### src/stt_pkg.sv
// ----------------------------------------------------------------------------
// Source text tokenizer package
// Shared result types, token codes and character class helpers.
// ----------------------------------------------------------------------------
package stt_pkg;

  // Token kinds
  localparam logic [4:0] TK_EOF        = 5'd0;
  localparam logic [4:0] TK_NUMBER     = 5'd1;
  localparam logic [4:0] TK_BOOLEAN    = 5'd2;
  localparam logic [4:0] TK_KEYWORD    = 5'd3;
  localparam logic [4:0] TK_IDENT      = 5'd4;
  localparam logic [4:0] TK_STRING     = 5'd5;
  localparam logic [4:0] TK_OP_PLUS    = 5'd6;
  localparam logic [4:0] TK_OP_MINUS   = 5'd7;
  localparam logic [4:0] TK_OP_STAR    = 5'd8;
  localparam logic [4:0] TK_OP_SLASH   = 5'd9;
  localparam logic [4:0] TK_OP_PERCENT = 5'd10;
  localparam logic [4:0] TK_OP_LPAREN  = 5'd11;
  localparam logic [4:0] TK_OP_RPAREN  = 5'd12;
  localparam logic [4:0] TK_OP_ASSIGN  = 5'd13;
  localparam logic [4:0] TK_OP_COLON   = 5'd14;
  localparam logic [4:0] TK_OP_COMMA   = 5'd15;
  localparam logic [4:0] TK_OP_LBRACE  = 5'd16;
  localparam logic [4:0] TK_OP_RBRACE  = 5'd17;
  localparam logic [4:0] TK_OP_SEMI    = 5'd18;
  localparam logic [4:0] TK_ERROR      = 5'd19;
  localparam logic [4:0] TK_STR_BYTE   = 5'd20;

  // Error codes
  localparam logic [30:0] ERR_BAD_ESCAPE   = 31'd0;
  localparam logic [30:0] ERR_UNTERMINATED = 31'd1;
  localparam logic [30:0] ERR_TOO_LONG     = 31'd2;
  localparam logic [30:0] ERR_UNEXPECTED   = 31'd3;

  localparam logic [30:0] ACC_MAX  = 31'h7FFF_FFFF;
  localparam int          KW_COUNT = 7;

  // Result queue geometry
  localparam int QDEPTH = 8;
  localparam int QAW    = 3;
  localparam int QCW    = 4;

  typedef struct packed {
    logic [4:0]  token_kind;
    logic [30:0] value;
    logic [31:0] start_offset;
    logic [15:0] span_length;
    logic [31:0] line_number;
    logic        last;
  } result_t;

  // Up to three results written into the queue in one cycle
  typedef struct packed {
    logic [1:0]        cnt;
    result_t [2:0]     res;
  } rq_write_t;

  function automatic logic is_digit(input logic [7:0] b);
    return (b >= 8'h30) && (b <= 8'h39);
  endfunction

  function automatic logic is_alpha(input logic [7:0] b);
    return ((b >= 8'h61) && (b <= 8'h7A)) || ((b >= 8'h41) && (b <= 8'h5A));
  endfunction

  function automatic logic is_space(input logic [7:0] b);
    return (b == 8'h20) || ((b >= 8'h09) && (b <= 8'h0D));
  endfunction

  // Operator token for a byte, TK_EOF when the byte is no operator
  function automatic logic [4:0] op_kind(input logic [7:0] b);
    logic [4:0] k;
    unique case (b)
      "+":     k = TK_OP_PLUS;
      "-":     k = TK_OP_MINUS;
      "*":     k = TK_OP_STAR;
      "/":     k = TK_OP_SLASH;
      "%":     k = TK_OP_PERCENT;
      "(":     k = TK_OP_LPAREN;
      ")":     k = TK_OP_RPAREN;
      "=":     k = TK_OP_ASSIGN;
      ":":     k = TK_OP_COLON;
      ",":     k = TK_OP_COMMA;
      "{":     k = TK_OP_LBRACE;
      "}":     k = TK_OP_RBRACE;
      ";":     k = TK_OP_SEMI;
      default: k = TK_EOF;
    endcase
    return k;
  endfunction

  // Word list: true, false, impl, if, else, while, for
  function automatic logic [2:0] kw_len(input logic [2:0] w);
    logic [2:0] l;
    unique case (w)
      3'd0:    l = 3'd4;
      3'd1:    l = 3'd5;
      3'd2:    l = 3'd4;
      3'd3:    l = 3'd2;
      3'd4:    l = 3'd4;
      3'd5:    l = 3'd5;
      3'd6:    l = 3'd3;
      default: l = 3'd0;
    endcase
    return l;
  endfunction

  function automatic logic [7:0] kw_char(input logic [2:0] w, input logic [2:0] p);
    logic [39:0] s;
    logic [7:0]  c;
    unique case (w)
      3'd0:    s = {"true", 8'h00};
      3'd1:    s = "false";
      3'd2:    s = {"impl", 8'h00};
      3'd3:    s = {"if", 24'h0};
      3'd4:    s = {"else", 8'h00};
      3'd5:    s = "while";
      3'd6:    s = {"for", 16'h0};
      default: s = 40'h0;
    endcase
    unique case (p)
      3'd0:    c = s[39:32];
      3'd1:    c = s[31:24];
      3'd2:    c = s[23:16];
      3'd3:    c = s[15:8];
      3'd4:    c = s[7:0];
      default: c = 8'h00;
    endcase
    return c;
  endfunction

  // Words still matching after byte b at position pos
  function automatic logic [KW_COUNT-1:0] kw_match(input logic [7:0] b,
                                                  input logic [15:0] pos);
    logic [KW_COUNT-1:0] m;
    for (int i = 0; i < KW_COUNT; i++) begin
      m[i] = (pos < {13'd0, kw_len(3'(i))}) && (kw_char(3'(i), pos[2:0]) == b);
    end
    return m;
  endfunction

endpackage

### src/stt_scanner.sv
// ----------------------------------------------------------------------------
// Tokenizer scanner
// Input register, scan state and the per-byte token logic.
// ----------------------------------------------------------------------------
module stt_scanner #(
  parameter int STRING_LIMIT = 64
) (
  input  logic               clk_i,
  input  logic               rst_ni,
  input  logic               in_valid_i,
  input  logic               in_kind_i,
  input  logic [7:0]         in_byte_i,
  output logic               in_ready_o,
  input  logic               room_i,
  output stt_pkg::rq_write_t wr_o
);

  localparam int SCW = $clog2(STRING_LIMIT + 1);

  localparam logic [2:0] M_IDLE = 3'd0;
  localparam logic [2:0] M_NUM  = 3'd1;
  localparam logic [2:0] M_DOT  = 3'd2;
  localparam logic [2:0] M_FRAC = 3'd3;
  localparam logic [2:0] M_WORD = 3'd4;
  localparam logic [2:0] M_STR  = 3'd5;
  localparam logic [2:0] M_ESC  = 3'd6;

  logic        in_v_q, in_v_d;
  logic        kind_q;
  logic [7:0]  byte_q;
  logic        proc;

  logic [2:0]                    mode_q, mode_d;
  logic [30:0]                   acc_q, acc_d;
  logic [stt_pkg::KW_COUNT-1:0]  cand_q, cand_d;
  logic [31:0]                   off_q, off_d;
  logic [31:0]                   line_q, line_d;
  logic [31:0]                   tstart_q, tstart_d;
  logic [15:0]                   tspan_q, tspan_d;
  logic [SCW-1:0]                scount_q, scount_d;

  function automatic logic [15:0] span_inc(input logic [15:0] s);
    return (s == 16'hFFFF) ? s : s + 16'd1;
  endfunction

  function automatic stt_pkg::result_t mk(input logic [4:0] k, input logic [30:0] v,
                                          input logic [31:0] st, input logic [15:0] sp,
                                          input logic [31:0] ln);
    stt_pkg::result_t r;
    r.token_kind   = k;
    r.value        = v;
    r.start_offset = st;
    r.span_length  = sp;
    r.line_number  = ln;
    r.last         = 1'b0;
    return r;
  endfunction

  // Token for a finished letter run: boolean, keyword or identifier
  function automatic stt_pkg::result_t word_tok(input logic [stt_pkg::KW_COUNT-1:0] c,
                                                input logic [15:0] sp,
                                                input logic [31:0] st,
                                                input logic [31:0] ln);
    stt_pkg::result_t r;
    logic             hit;
    r   = mk(stt_pkg::TK_IDENT, 31'd0, st, sp, ln);
    hit = 1'b0;
    for (int i = 0; i < stt_pkg::KW_COUNT; i++) begin
      if (!hit && c[i] && (sp == {13'd0, stt_pkg::kw_len(3'(i))})) begin
        hit = 1'b1;
        if (i == 0) begin
          r.token_kind = stt_pkg::TK_BOOLEAN;
          r.value      = 31'd1;
        end else if (i == 1) begin
          r.token_kind = stt_pkg::TK_BOOLEAN;
          r.value      = 31'd0;
        end else begin
          r.token_kind = stt_pkg::TK_KEYWORD;
          r.value      = 31'(i - 2);
        end
      end
    end
    return r;
  endfunction

  assign proc       = in_v_q && room_i;
  assign in_ready_o = !in_v_q || room_i;

  always_comb begin
    in_v_d = in_v_q;
    if (in_valid_i && in_ready_o) begin
      in_v_d = 1'b1;
    end else if (proc) begin
      in_v_d = 1'b0;
    end
  end

  always_ff @(posedge clk_i or negedge rst_ni) begin
    if (!rst_ni) begin
      in_v_q <= 1'b0;
    end else begin
      in_v_q <= in_v_d;
    end
  end

  always_ff @(posedge clk_i) begin
    if (in_valid_i && in_ready_o) begin
      kind_q <= in_kind_i;
      byte_q <= in_byte_i;
    end
  end

  // Token logic for the registered item
  always_comb begin
    logic [1:0]  n;
    logic        idle_go;
    logic [15:0] sp;
    logic [34:0] prod;
    logic [4:0]  opk;
    logic [7:0]  esc;
    logic        esc_ok;

    n       = 2'd0;
    idle_go = 1'b0;
    sp      = span_inc(tspan_q);
    prod    = 35'(acc_q) * 35'd10 + 35'(byte_q[3:0]);
    opk     = stt_pkg::op_kind(byte_q);
    esc     = 8'h00;
    esc_ok  = 1'b1;
    unique case (byte_q)
      "n":     esc = 8'h0A;
      "t":     esc = 8'h09;
      8'h22:   esc = 8'h22;
      8'h5C:   esc = 8'h5C;
      default: esc_ok = 1'b0;
    endcase

    wr_o.res = '0;
    mode_d   = mode_q;
    acc_d    = acc_q;
    cand_d   = cand_q;
    off_d    = off_q;
    line_d   = line_q;
    tstart_d = tstart_q;
    tspan_d  = tspan_q;
    scount_d = scount_q;

    if (proc) begin
      off_d = off_q + 32'd1;
      if (kind_q) begin
        unique case (mode_q) inside
          M_NUM, M_FRAC: begin
            wr_o.res[n] = mk(stt_pkg::TK_NUMBER, acc_q, tstart_q, tspan_q, line_q);
            n = n + 2'd1;
          end
          M_DOT: begin
            wr_o.res[n] = mk(stt_pkg::TK_NUMBER, acc_q, tstart_q, tspan_q, line_q);
            n = n + 2'd1;
            wr_o.res[n] = mk(stt_pkg::TK_ERROR, stt_pkg::ERR_UNEXPECTED, off_q - 32'd1,
                             16'd1, line_q);
            n = n + 2'd1;
          end
          M_WORD: begin
            wr_o.res[n] = word_tok(cand_q, tspan_q, tstart_q, line_q);
            n = n + 2'd1;
          end
          M_STR, M_ESC: begin
            wr_o.res[n] = mk(stt_pkg::TK_ERROR, stt_pkg::ERR_UNTERMINATED, tstart_q,
                             tspan_q, line_q);
            n = n + 2'd1;
          end
          default: ;
        endcase
        wr_o.res[n] = mk(stt_pkg::TK_EOF, 31'd0, off_q, 16'd0, line_q);
        n = n + 2'd1;
        // A fresh stream follows
        mode_d   = M_IDLE;
        acc_d    = 31'd0;
        cand_d   = '1;
        off_d    = 32'd0;
        line_d   = 32'd1;
        tstart_d = 32'd0;
        tspan_d  = 16'd0;
        scount_d = '0;
      end else begin
        unique case (mode_q)
          M_NUM: begin
            if (stt_pkg::is_digit(byte_q)) begin
              acc_d   = (prod > 35'(stt_pkg::ACC_MAX)) ? stt_pkg::ACC_MAX : prod[30:0];
              tspan_d = sp;
            end else if (byte_q == ".") begin
              mode_d = M_DOT;
            end else begin
              wr_o.res[n] = mk(stt_pkg::TK_NUMBER, acc_q, tstart_q, tspan_q, line_q);
              n = n + 2'd1;
              idle_go = 1'b1;
            end
          end
          M_DOT: begin
            if (stt_pkg::is_digit(byte_q)) begin
              mode_d  = M_FRAC;
              tspan_d = span_inc(sp);
            end else begin
              wr_o.res[n] = mk(stt_pkg::TK_NUMBER, acc_q, tstart_q, tspan_q, line_q);
              n = n + 2'd1;
              wr_o.res[n] = mk(stt_pkg::TK_ERROR, stt_pkg::ERR_UNEXPECTED, off_q - 32'd1,
                               16'd1, line_q);
              n = n + 2'd1;
              idle_go = 1'b1;
            end
          end
          M_FRAC: begin
            if (stt_pkg::is_digit(byte_q)) begin
              tspan_d = sp;
            end else begin
              wr_o.res[n] = mk(stt_pkg::TK_NUMBER, acc_q, tstart_q, tspan_q, line_q);
              n = n + 2'd1;
              idle_go = 1'b1;
            end
          end
          M_WORD: begin
            if (stt_pkg::is_alpha(byte_q)) begin
              cand_d  = cand_q & stt_pkg::kw_match(byte_q, tspan_q);
              tspan_d = sp;
            end else begin
              wr_o.res[n] = word_tok(cand_q, tspan_q, tstart_q, line_q);
              n = n + 2'd1;
              idle_go = 1'b1;
            end
          end
          M_STR: begin
            tspan_d = sp;
            if (byte_q == 8'h22) begin
              wr_o.res[n] = mk(stt_pkg::TK_STRING, 31'(scount_q), tstart_q, sp, line_q);
              n = n + 2'd1;
              mode_d = M_IDLE;
            end else if (scount_q >= SCW'(STRING_LIMIT)) begin
              wr_o.res[n] = mk(stt_pkg::TK_ERROR, stt_pkg::ERR_TOO_LONG, tstart_q, sp,
                               line_q);
              n = n + 2'd1;
              mode_d = M_IDLE;
            end else if (byte_q == 8'h5C) begin
              mode_d = M_ESC;
            end else begin
              wr_o.res[n] = mk(stt_pkg::TK_STR_BYTE, 31'(byte_q), off_q, 16'd1, line_q);
              n = n + 2'd1;
              scount_d = scount_q + SCW'(1);
            end
          end
          M_ESC: begin
            tspan_d = sp;
            if (esc_ok) begin
              wr_o.res[n] = mk(stt_pkg::TK_STR_BYTE, 31'(esc), off_q - 32'd1, 16'd2,
                               line_q);
              n = n + 2'd1;
              scount_d = scount_q + SCW'(1);
              mode_d   = M_STR;
            end else begin
              wr_o.res[n] = mk(stt_pkg::TK_ERROR, stt_pkg::ERR_BAD_ESCAPE, tstart_q, sp,
                               line_q);
              n = n + 2'd1;
              mode_d = M_IDLE;
            end
          end
          default: idle_go = 1'b1;
        endcase

        // Byte seen from the idle state
        if (idle_go) begin
          mode_d = M_IDLE;
          if (stt_pkg::is_space(byte_q)) begin
            if (byte_q == 8'h0A && line_q != 32'hFFFF_FFFF) begin
              line_d = line_q + 32'd1;
            end
          end else if (opk != stt_pkg::TK_EOF) begin
            wr_o.res[n] = mk(opk, 31'd0, off_q, 16'd1, line_q);
            n = n + 2'd1;
          end else begin
            tstart_d = off_q;
            tspan_d  = 16'd0;
            if (byte_q == 8'h22) begin
              mode_d   = M_STR;
              scount_d = '0;
              tspan_d  = 16'd1;
            end else if (stt_pkg::is_digit(byte_q)) begin
              mode_d  = M_NUM;
              acc_d   = 31'(byte_q[3:0]);
              tspan_d = 16'd1;
            end else if (stt_pkg::is_alpha(byte_q)) begin
              mode_d  = M_WORD;
              cand_d  = stt_pkg::kw_match(byte_q, 16'd0);
              tspan_d = 16'd1;
            end else begin
              wr_o.res[n] = mk(stt_pkg::TK_ERROR, stt_pkg::ERR_UNEXPECTED, off_q, 16'd1,
                               line_q);
              n = n + 2'd1;
            end
          end
        end
      end
      if (n != 2'd0) begin
        wr_o.res[n - 2'd1].last = 1'b1;
      end
    end
    wr_o.cnt = n;
  end

  always_ff @(posedge clk_i or negedge rst_ni) begin
    if (!rst_ni) begin
      mode_q   <= M_IDLE;
      acc_q    <= 31'd0;
      cand_q   <= '1;
      off_q    <= 32'd0;
      line_q   <= 32'd1;
      tstart_q <= 32'd0;
      tspan_q  <= 16'd0;
      scount_q <= '0;
    end else begin
      mode_q   <= mode_d;
      acc_q    <= acc_d;
      cand_q   <= cand_d;
      off_q    <= off_d;
      line_q   <= line_d;
      tstart_q <= tstart_d;
      tspan_q  <= tspan_d;
      scount_q <= scount_d;
    end
  end

`ifndef SYNTHESIS
  // End of input always yields at least the eof token
  a_end_emits: assert property (@(posedge clk_i) disable iff (!rst_ni)
    (proc && kind_q) |-> (wr_o.cnt != 2'd0))
    else $error("end of input produced no result");

  // After end of input the stream position restarts
  a_end_restart: assert property (@(posedge clk_i) disable iff (!rst_ni)
    (proc && kind_q) |=> (off_q == 32'd0 && line_q == 32'd1 && mode_q == M_IDLE))
    else $error("stream position not restarted");

  // Decoded byte count never passes the string limit
  a_scount_limit: assert property (@(posedge clk_i) disable iff (!rst_ni)
    scount_q <= SCW'(STRING_LIMIT))
    else $error("string byte count above limit");
`endif

endmodule

### src/stt_result_queue.sv
// ----------------------------------------------------------------------------
// Tokenizer result queue
// Small register queue: up to three in a cycle, one out a cycle if ready.
// ----------------------------------------------------------------------------
module stt_result_queue (
  input  logic               clk_i,
  input  logic               rst_ni,
  input  stt_pkg::rq_write_t wr_i,
  output logic               room_o,
  output logic               out_valid_o,
  input  logic               out_ready_i,
  output stt_pkg::result_t   out_res_o
);

  stt_pkg::result_t         mem_q [stt_pkg::QDEPTH];
  logic [stt_pkg::QAW-1:0]  wr_ptr_q, wr_ptr_d;
  logic [stt_pkg::QAW-1:0]  rd_ptr_q, rd_ptr_d;
  logic [stt_pkg::QCW-1:0]  cnt_q, cnt_d;
  logic                     pop;

  assign out_valid_o = (cnt_q != '0);
  assign out_res_o   = mem_q[rd_ptr_q];
  assign pop         = out_valid_o && out_ready_i;
  // Space for a full burst of three
  assign room_o      = (cnt_q <= stt_pkg::QCW'(stt_pkg::QDEPTH - 3));

  always_comb begin
    wr_ptr_d = wr_ptr_q + stt_pkg::QAW'(wr_i.cnt);
    rd_ptr_d = rd_ptr_q + stt_pkg::QAW'(pop);
    cnt_d    = cnt_q + stt_pkg::QCW'(wr_i.cnt) - stt_pkg::QCW'(pop);
  end

  always_ff @(posedge clk_i) begin
    for (int i = 0; i < 3; i++) begin
      if (2'(i) < wr_i.cnt) begin
        mem_q[wr_ptr_q + stt_pkg::QAW'(i)] <= wr_i.res[i];
      end
    end
  end

  always_ff @(posedge clk_i or negedge rst_ni) begin
    if (!rst_ni) begin
      wr_ptr_q <= '0;
      rd_ptr_q <= '0;
      cnt_q    <= '0;
    end else begin
      wr_ptr_q <= wr_ptr_d;
      rd_ptr_q <= rd_ptr_d;
      cnt_q    <= cnt_d;
    end
  end

`ifndef SYNTHESIS
  a_cnt_bound: assert property (@(posedge clk_i) disable iff (!rst_ni)
    cnt_q <= stt_pkg::QCW'(stt_pkg::QDEPTH))
    else $error("result queue count above depth");

  a_no_overflow: assert property (@(posedge clk_i) disable iff (!rst_ni)
    (wr_i.cnt != 2'd0) |-> ({2'b00, wr_i.cnt} + cnt_q <= stt_pkg::QCW'(stt_pkg::QDEPTH)))
    else $error("result queue overflow");

  a_idle_hold: assert property (@(posedge clk_i) disable iff (!rst_ni)
    (wr_i.cnt == 2'd0 && !pop) |=> $stable(cnt_q))
    else $error("result queue count moved without traffic");
`endif

endmodule

### src/source_text_tokenizer_core.sv
// ----------------------------------------------------------------------------
// Source text tokenizer core
// Streaming lexer: source bytes in, tokens with position and line out.
// ----------------------------------------------------------------------------
//
// Channel   Dir  Signals             Contents
// s_axis    in   tdata[7:0]          byte_value
//                tuser[0]            kind (0 source byte, 1 end of input)
// m_axis    out  tdata[111:0]        value[30:0], start_offset[62:31],
//                                    span_length[78:63], line_number[110:79],
//                                    zero pad[111]
//                tuser[4:0]          token_kind
//                tlast               last result caused by one input transaction
//
// One input transaction is taken per cycle unless the input side stalls.
// Each accepted byte sits in an input register, is scanned combinationally
// and writes between zero and three results into an eight-entry result
// queue, which drains one result per cycle while the output is ready. The
// input side stalls only while the queue has fewer than three free entries,
// so the drain rate limits sustained throughput when items give bursts.
// Reset is asynchronous and active low; it clears the scan state (offset 0,
// line 1, idle) and empties the queue. No clearing pass is needed.
//
// The scanner keeps a saturating 31-bit number accumulator, a seven-bit set
// of keyword candidates narrowed byte by byte, and a decoded-byte count for
// strings bounded by STRING_LIMIT. Output ordering follows input order
// exactly, since every result passes through the single queue.
// ----------------------------------------------------------------------------
module source_text_tokenizer_core #(
  parameter int STRING_LIMIT = 64
) (
  input  logic         clk_i,
  input  logic         rst_ni,
  // Input stream
  input  logic         s_axis_tvalid,
  output logic         s_axis_tready,
  input  logic [7:0]   s_axis_tdata,   // [7:0] byte_value
  input  logic         s_axis_tuser,   // [0] kind
  // Token stream
  output logic         m_axis_tvalid,
  input  logic         m_axis_tready,
  output logic [111:0] m_axis_tdata,   // value, start_offset, span_length, line_number
  output logic [4:0]   m_axis_tuser,   // [4:0] token_kind
  output logic         m_axis_tlast
);

  stt_pkg::rq_write_t wr;
  stt_pkg::result_t   head;
  logic               room;

  // Scanner: input register and token logic
  stt_scanner #(
    .STRING_LIMIT (STRING_LIMIT)
  ) u_scanner (
    .clk_i      (clk_i),
    .rst_ni     (rst_ni),
    .in_valid_i (s_axis_tvalid),
    .in_kind_i  (s_axis_tuser),
    .in_byte_i  (s_axis_tdata),
    .in_ready_o (s_axis_tready),
    .room_i     (room),
    .wr_o       (wr)
  );

  // Result queue decouples token bursts from the output handshake
  stt_result_queue u_result_queue (
    .clk_i       (clk_i),
    .rst_ni      (rst_ni),
    .wr_i        (wr),
    .room_o      (room),
    .out_valid_o (m_axis_tvalid),
    .out_ready_i (m_axis_tready),
    .out_res_o   (head)
  );

  // Pack the head result onto the output transaction
  assign m_axis_tdata = {1'b0, head.line_number, head.span_length,
                         head.start_offset, head.value};
  assign m_axis_tuser = head.token_kind;
  assign m_axis_tlast = head.last;

endmodule

### config.mk
export PLATFORM = sky130hd
export DESIGN_NAME = source_text_tokenizer_core
export DESIGN_NICKNAME = d
export VERILOG_FILES = /design/src/stt_pkg.sv /design/src/stt_scanner.sv /design/src/stt_result_queue.sv /design/src/source_text_tokenizer_core.sv
export SDC_FILE = /design/constraint.sdc
export NUM_CORES = 2
export LEC_CHECK = 0
export ABC_CLOCK_PERIOD_IN_PS = 15700
export BUFFER_PORTS_ARGS = -buffer_cell sky130_fd_sc_hd__clkbuf_2
export CAP_MARGIN = 20
export CORE_MARGIN = 10
export CORE_UTILIZATION = 40
export CTS_CLUSTER_DIAMETER = 200
export DETAILED_ROUTE_END_ITERATION = 8
export SLEW_MARGIN = 20
export SYNTH_ARGS = -nofsm -noshare
export SYNTH_HDL_FRONTEND = slang
export SYNTH_SLANG_ARGS = --single-unit
### constraint.sdc
create_clock -name clk_i -period 15.7 [get_ports clk_i]
set_clock_uncertainty 0.2 [all_clocks]
set_input_delay 2.355 -clock clk_i [delete_from_list [all_inputs] [get_ports clk_i]]
set_output_delay 2.355 -clock clk_i [all_outputs]
set_load 0.005 [all_outputs]
Word level (Yosys, flattened, before mapping)
Memory sizes are Yosys's and may differ from the RTL's.
Index checks and enable logic that the tools add are counted.
W data, S select, Z words.
{ "word_totals": {"reg_bits": 180, "mem_bits_rw": 936, "input_bits": 13, "out_inout_bits": 120, "word_cells": 568, "mem_count": 1} }
{ "classes": {"addsub": 16, "mul": 1, "n_lt_le_gt_ge": 28, "eq_ne": 59, "n_mux": 362, "bitwise": 1, "reduce_logical": 86} }
{ "mem_list": {"columns": ["memory", "depth", "word_bits", "read_ports", "rd_ports_with_merged_regs", "wr", "line_no", "text"], "rows": [
  ["u_result_queue.mem_q", 8, 117, 1, 0, 3, "stt_result_queue.sv:15", "stt_pkg::result_t mem_q [stt_pkg::QDEPTH];"]
]} }
{ "op_table": {"columns": ["cell", "n"], "rows": [
  ["$mux W351", 10],
  ["$mux W117", 17],
  ["$bwmux W351", 4],
  ["$demux W117 S2", 3],
  ["$pmux W117 S6", 1],
  ["$mux W8", 68],
  ["$mux W34", 14],
  ["$pmux W117 S3", 1],
  ["$mux W32", 9],
  ["$mux W31", 9],
  ["$mux W3", 86],
  ["$mux W234", 1],
  ["$mux W113", 2],
  ["$mux W16", 11],
  ["$eq A16 B3 Y1", 8],
  ["$mux W7", 18],
  ["$mux W115", 1],
  ["$eq A8 B6 Y1 const B", 14],
  ["$eq A8 B8 Y1", 12],
  ["$pmux W7 S4", 3],
  ["$mux W1", 75],
  ["$pmux W7 S5", 2],
  ["$pmux W5 S13", 1],
  ["$add A32 B1 Y32 const B", 2],
  ["61 further kinds", 181]
]} }

Depth between registers and ports, before layout
{ "logic_depth": {"depth_word": 74, "mapped_depth": 20, "ltp_nobuf": 15} }

By module
From an unflattened synthesis, not the netlist that was laid out.
{ "hier_totals": {"cells_unflattened": 9208, "hier_area_um2": 81874.8} }
{ "modules_own_cells": {"columns": ["mod", "instances", "cells_each", "area_each_um2", "seq_area_each_um2"], "rows": [
  ["stt_result_queue", 1, 6545, 62622.6, 28357.2],
  ["stt_scanner", 1, 2661, 19241.0, 4309.1],
  ["source_text_tokenizer_core", 1, 2, 11.3, 0.0]
]} }

Least setup slack after synthesis
OpenSTA, ideal clock, no wires.
{ "synth_path": {"kind": "register to register", "start": "reg u_scanner.mode_q[0]", "end": "mem u_result_queue.mem_q[4][0] (netlist bit) (enable)", "arrival_time_ns": 11.525, "required_time_ns": 14.745, "setup_slack_ns": 3.220, "path_stages_with_launch": 17, "synth_period_minus_slack_ns": 12.480, "cell_sequence": "dfrtp_1 > clkbuf_1 > nand2b_1 > or2_2 > clkbuf_1 > nor2_1 > clkbuf_1 > buf_1 > ha_1 > nor3_1 > mux2i_1 > a21oi_2 > inv_2 > buf_2 > nand2_1 > nand2_1 > o21ai_0"} }
{ "synth_lines": {"columns": ["item", "line_no", "text"], "rows": [
  ["start, declared", "stt_scanner.sv:33", "logic [2:0] mode_q, mode_d;"],
  ["start signal, assigned", "stt_scanner.sv:319", "mode_q <= mode_d;"],
  ["end, declared", "stt_result_queue.sv:15", null]
]} }

Worst setup path in the final report
{ "layout_path": {"start": "reg u_result_queue.rd_ptr_q[0] (netlist bit)", "end": "out m_axis_tdata[56]"} }
{ "layout_via": {"elab_chain_cells": 1} }
{ "layout_rtl": {"columns": ["item", "line_no", "text"], "rows": [
  ["start, declared", "stt_result_queue.sv:17", "logic [stt_pkg::QAW-1:0] rd_ptr_q, rd_ptr_d;"],
  ["start signal, assigned", "stt_result_queue.sv:48", "rd_ptr_q <= rd_ptr_d;"],
  ["$mem_v2 Z8 W117", null, null],
  ["end, declared", "source_text_tokenizer_core.sv:42", "output logic [111:0] m_axis_tdata,"]
]} }
Every way passes these cells.

==> reports/metrics.yaml <==
status:
  status: "finished clean"
synth:
  seq_area_frac_synth_pct: 51.9
  synth_xor_area_share_pct: 1.85
  synthAdderAreaFrac_pct: 1.93
  synthTopCellsByArea: "edfxtp_1, mux4_2, dfrtp_1"
  synth_compound_area_share_pct: 15.5
  ys.warnings.count: 0
  avgSynthCellArea_um2: 11.1
  synth.net_count: 5757
  synth_ff_type: "edfxtp_1"
  synth.mux.area_fraction_pct: 11.0
  synth_cell_types: 116
  ys_ff_latch: 1116
  synth_area_leader_cell: "edfxtp_1"
  synth_async_sr_flop_share_pct: 15.3
  synth-simple-area-share_pct: 14.2
  syn_area_mm2: 0.0629
  synthCells: 5650
  synth_top_family_by_area: "compound AO/OA/AOI/OAI gates"
  synth_top_area_share_pct: 45.1
  synth_edf_count: 945
sta:
  setup_violations: 0
  hold_ws_ns: 0.279
  finalMaxSlewViolations: 0
  setup_ws_ns: 8.68
  tightest_slew_ns: 1.24
  fmax_mhz: 142
  finalHoldViolations: 0
  slew_headroom_pct: 17.1
  min_period_ns: 7.02
  setup_tns_ns: 0
  rsz0062_at_grt: "no"
  timing.final.crit_share_pct: 44.7
route:
  wire_per_inst_um: 29.5
  initialDrtViolationCount: 7223
  num_vias: 50400
  vias_per_cell: 6.54
  drc: 0
  first_pass_iters: 9
  postRouteAntennaNets: 0
  routed_wl_mm: 228
final_layout:
  area_delta_synth_final_pct: 10.3
  final_cell_mix: "edfxtp_1, nor2_1, nand2_1, a21oi_1, mux4_2"
  final_util_pct: 44.4
  drive_above_1_share_pct: 16.8
  final_area_mm2: 0.0694
  final_common_cell: "edfxtp_1"
  fin_nets: 5659
clock_tree:
  cts_inserted_buffers: 117
  ctsResizeCount: 0
  cts_tree: "yes"
  ctsLongestPathBuffers: 3
  clock-sinks: 1116
  htreeDepth: 3
  path_clk_slew_ns: 0.06
  cts_hold_buf: 0
  insertion_delay_ns: 0.80
  post-cts-setup-buffers: 0
  root_buffer: "clkbuf_16"
critical_path:
  crit_arrival_ns: 4.47
  critPathMaxFanout: 43
  worst_setup_path_end_kind: "output pin"
  crit_required_ns: 13.15
  worstSetupPathType: "register to output pin"
  start_kind: "register"
place:
  portBuffers: 131
  hpwl_mm: 139
  finalWeightedCongestion: 0.968
  dpl-instance-area_mm2: 0.0654
  dpl_worst_slack_ns: 8.85
grt:
  grt_pass1_wl_mm: 333
  antenna_found_initial: 11
  grt_usage_pct: 25.3
  grt_pass1_vias: 48700
  grt_max_degree: 84
  grt-ovfl-total: 0
pwr:
  p_sw_mw: 5.02
  p_leak_nw: 24.7
  switching_share_pct: 39.9
  p_clk_share_pct: 22.7
  irDropWorstVdd_mv: 0.168
  p_per_area_mw_per_mm2: 181
  p_int_mw: 7.56
  p_comb_share_pct: 42.2
  seqPwrFrac_pct: 35.1
run:
  maxCapViolations: 0
floorplan:
  start_util_pct: 40.3
  die_height_um: 416
  ioPinCount: 133
  coreArea_mm2: 0.156
  die-area_mm2: 0.173
  die_w_um: 416
  rows: 145
worst_hold_path:
  hp-class: "register to register"
## routing by layer
| layer | vias up | global-route usage [%] | part of all wire [%] |
|---|---|---|---|
| met3 | 718 | 6.12 | 11 |
| li1 | 21400 | - | - |
| met2 | 3257 | 39.8 | 45 |
| met1 | 25000 | 32.9 | 38 |
| met5 | - | 0 | 0.051 |
| met4 | 12 | 11.7 | 5.1 |
## final cells by class
cell class,instances,area (µm²)
repair buffers,277,1780
inverters,54,203
multi-input cells,3986,28300
clock buffers,152,3090
flip-flops and latches,1116,32700
well taps,2058,2570
clock inverters,67,767
fillers,14300,86900
diodes,4,10.0
## stage by stage
step	std cells	power [mW]
after floorplan	5650	7.80
after global placement	7486	9.65
after detailed placement	7488	9.71
after CTS	7707	12.5
after global routing	7710	13.0
final	7714	12.6
## cells by family after synthesis
family	after synthesis
xor+xnor	132
simple gates	2051
flops	1116
fa+ha+maj	95
other cells	1
mux	379
compound gates	1328
buf+inv	548
## power groups by stage
stage	logic, mW	registers (mW)	clock network [mW]
finish	5.31	4.42	2.85
global route	5.57	4.47	2.98
CTS	5.26	4.41	2.87
detailed placement	5.24	4.47	0
global placement	5.21	4.44	0
floorplan	3.32	4.48	0
## Yosys cell counts (50+ instances only)
cell	count
a21oi_1	237
a221oi_1	152
a22o_1	53
buf_1	71
buf_2	101
clkbuf_1	308
dfrtp_1	163
edfxtp_1	945
ha_1	90
inv_1	50
mux2_2	124
mux4_2	235
nand2_1	605
nand3_1	95
nor2_1	947
nor3_1	91
o21ai_0	234
o221ai_1	195
xnor2_1	58
xor2_1	73
## path summary, 6_finish.rpt
check,startpoint,end,slack (ns),depth (start not counted)
worst max-delay path,u_result_queue.rd_ptr_q[0],m_axis_tdata[56],8.68,5
worst min-delay path,u_scanner.cand_q[3],u_scanner.cand_q[3],0.28,2
worst max register to register,u_scanner.byte_q[4],u_result_queue.mem_q[7][103],8.70,14
worst min register to register,u_scanner.cand_q[3],u_scanner.cand_q[3],0.28,2
max in group asynchronous,rst_ni,u_scanner.line_q[21],11.92,3
min in group asynchronous,rst_ni,u_scanner.tstart_q[11],1.41,1
## critical path, cell delays in order (launching register included)
cell and delay [ns]:
dfrtp_4 1.03, buf_4 0.67, buf_4 0.78, mux4_2 0.60
mux2_2 0.38, clkbuf_2 0.15
## flip-flops by register name, summed over array words and instances, names as in the netlist
| signal | count |
|---|---|
| u_result_queue.cnt_q | 4 |
| u_result_queue.mem_q | 936 |
| u_result_queue.rd_ptr_q | 3 |
| u_result_queue.wr_ptr_q | 3 |
| u_scanner.acc_q | 31 |
| u_scanner.byte_q | 8 |
| u_scanner.cand_q | 7 |
| u_scanner.in_v_q | 1 |
| u_scanner.kind_q | 1 |
| u_scanner.line_q | 32 |
| u_scanner.mode_q | 3 |
| u_scanner.off_q | 32 |
| u_scanner.scount_q | 7 |
| u_scanner.tspan_q | 16 |
| u_scanner.tstart_q | 32 |
(Power assumes the default switching activity.)
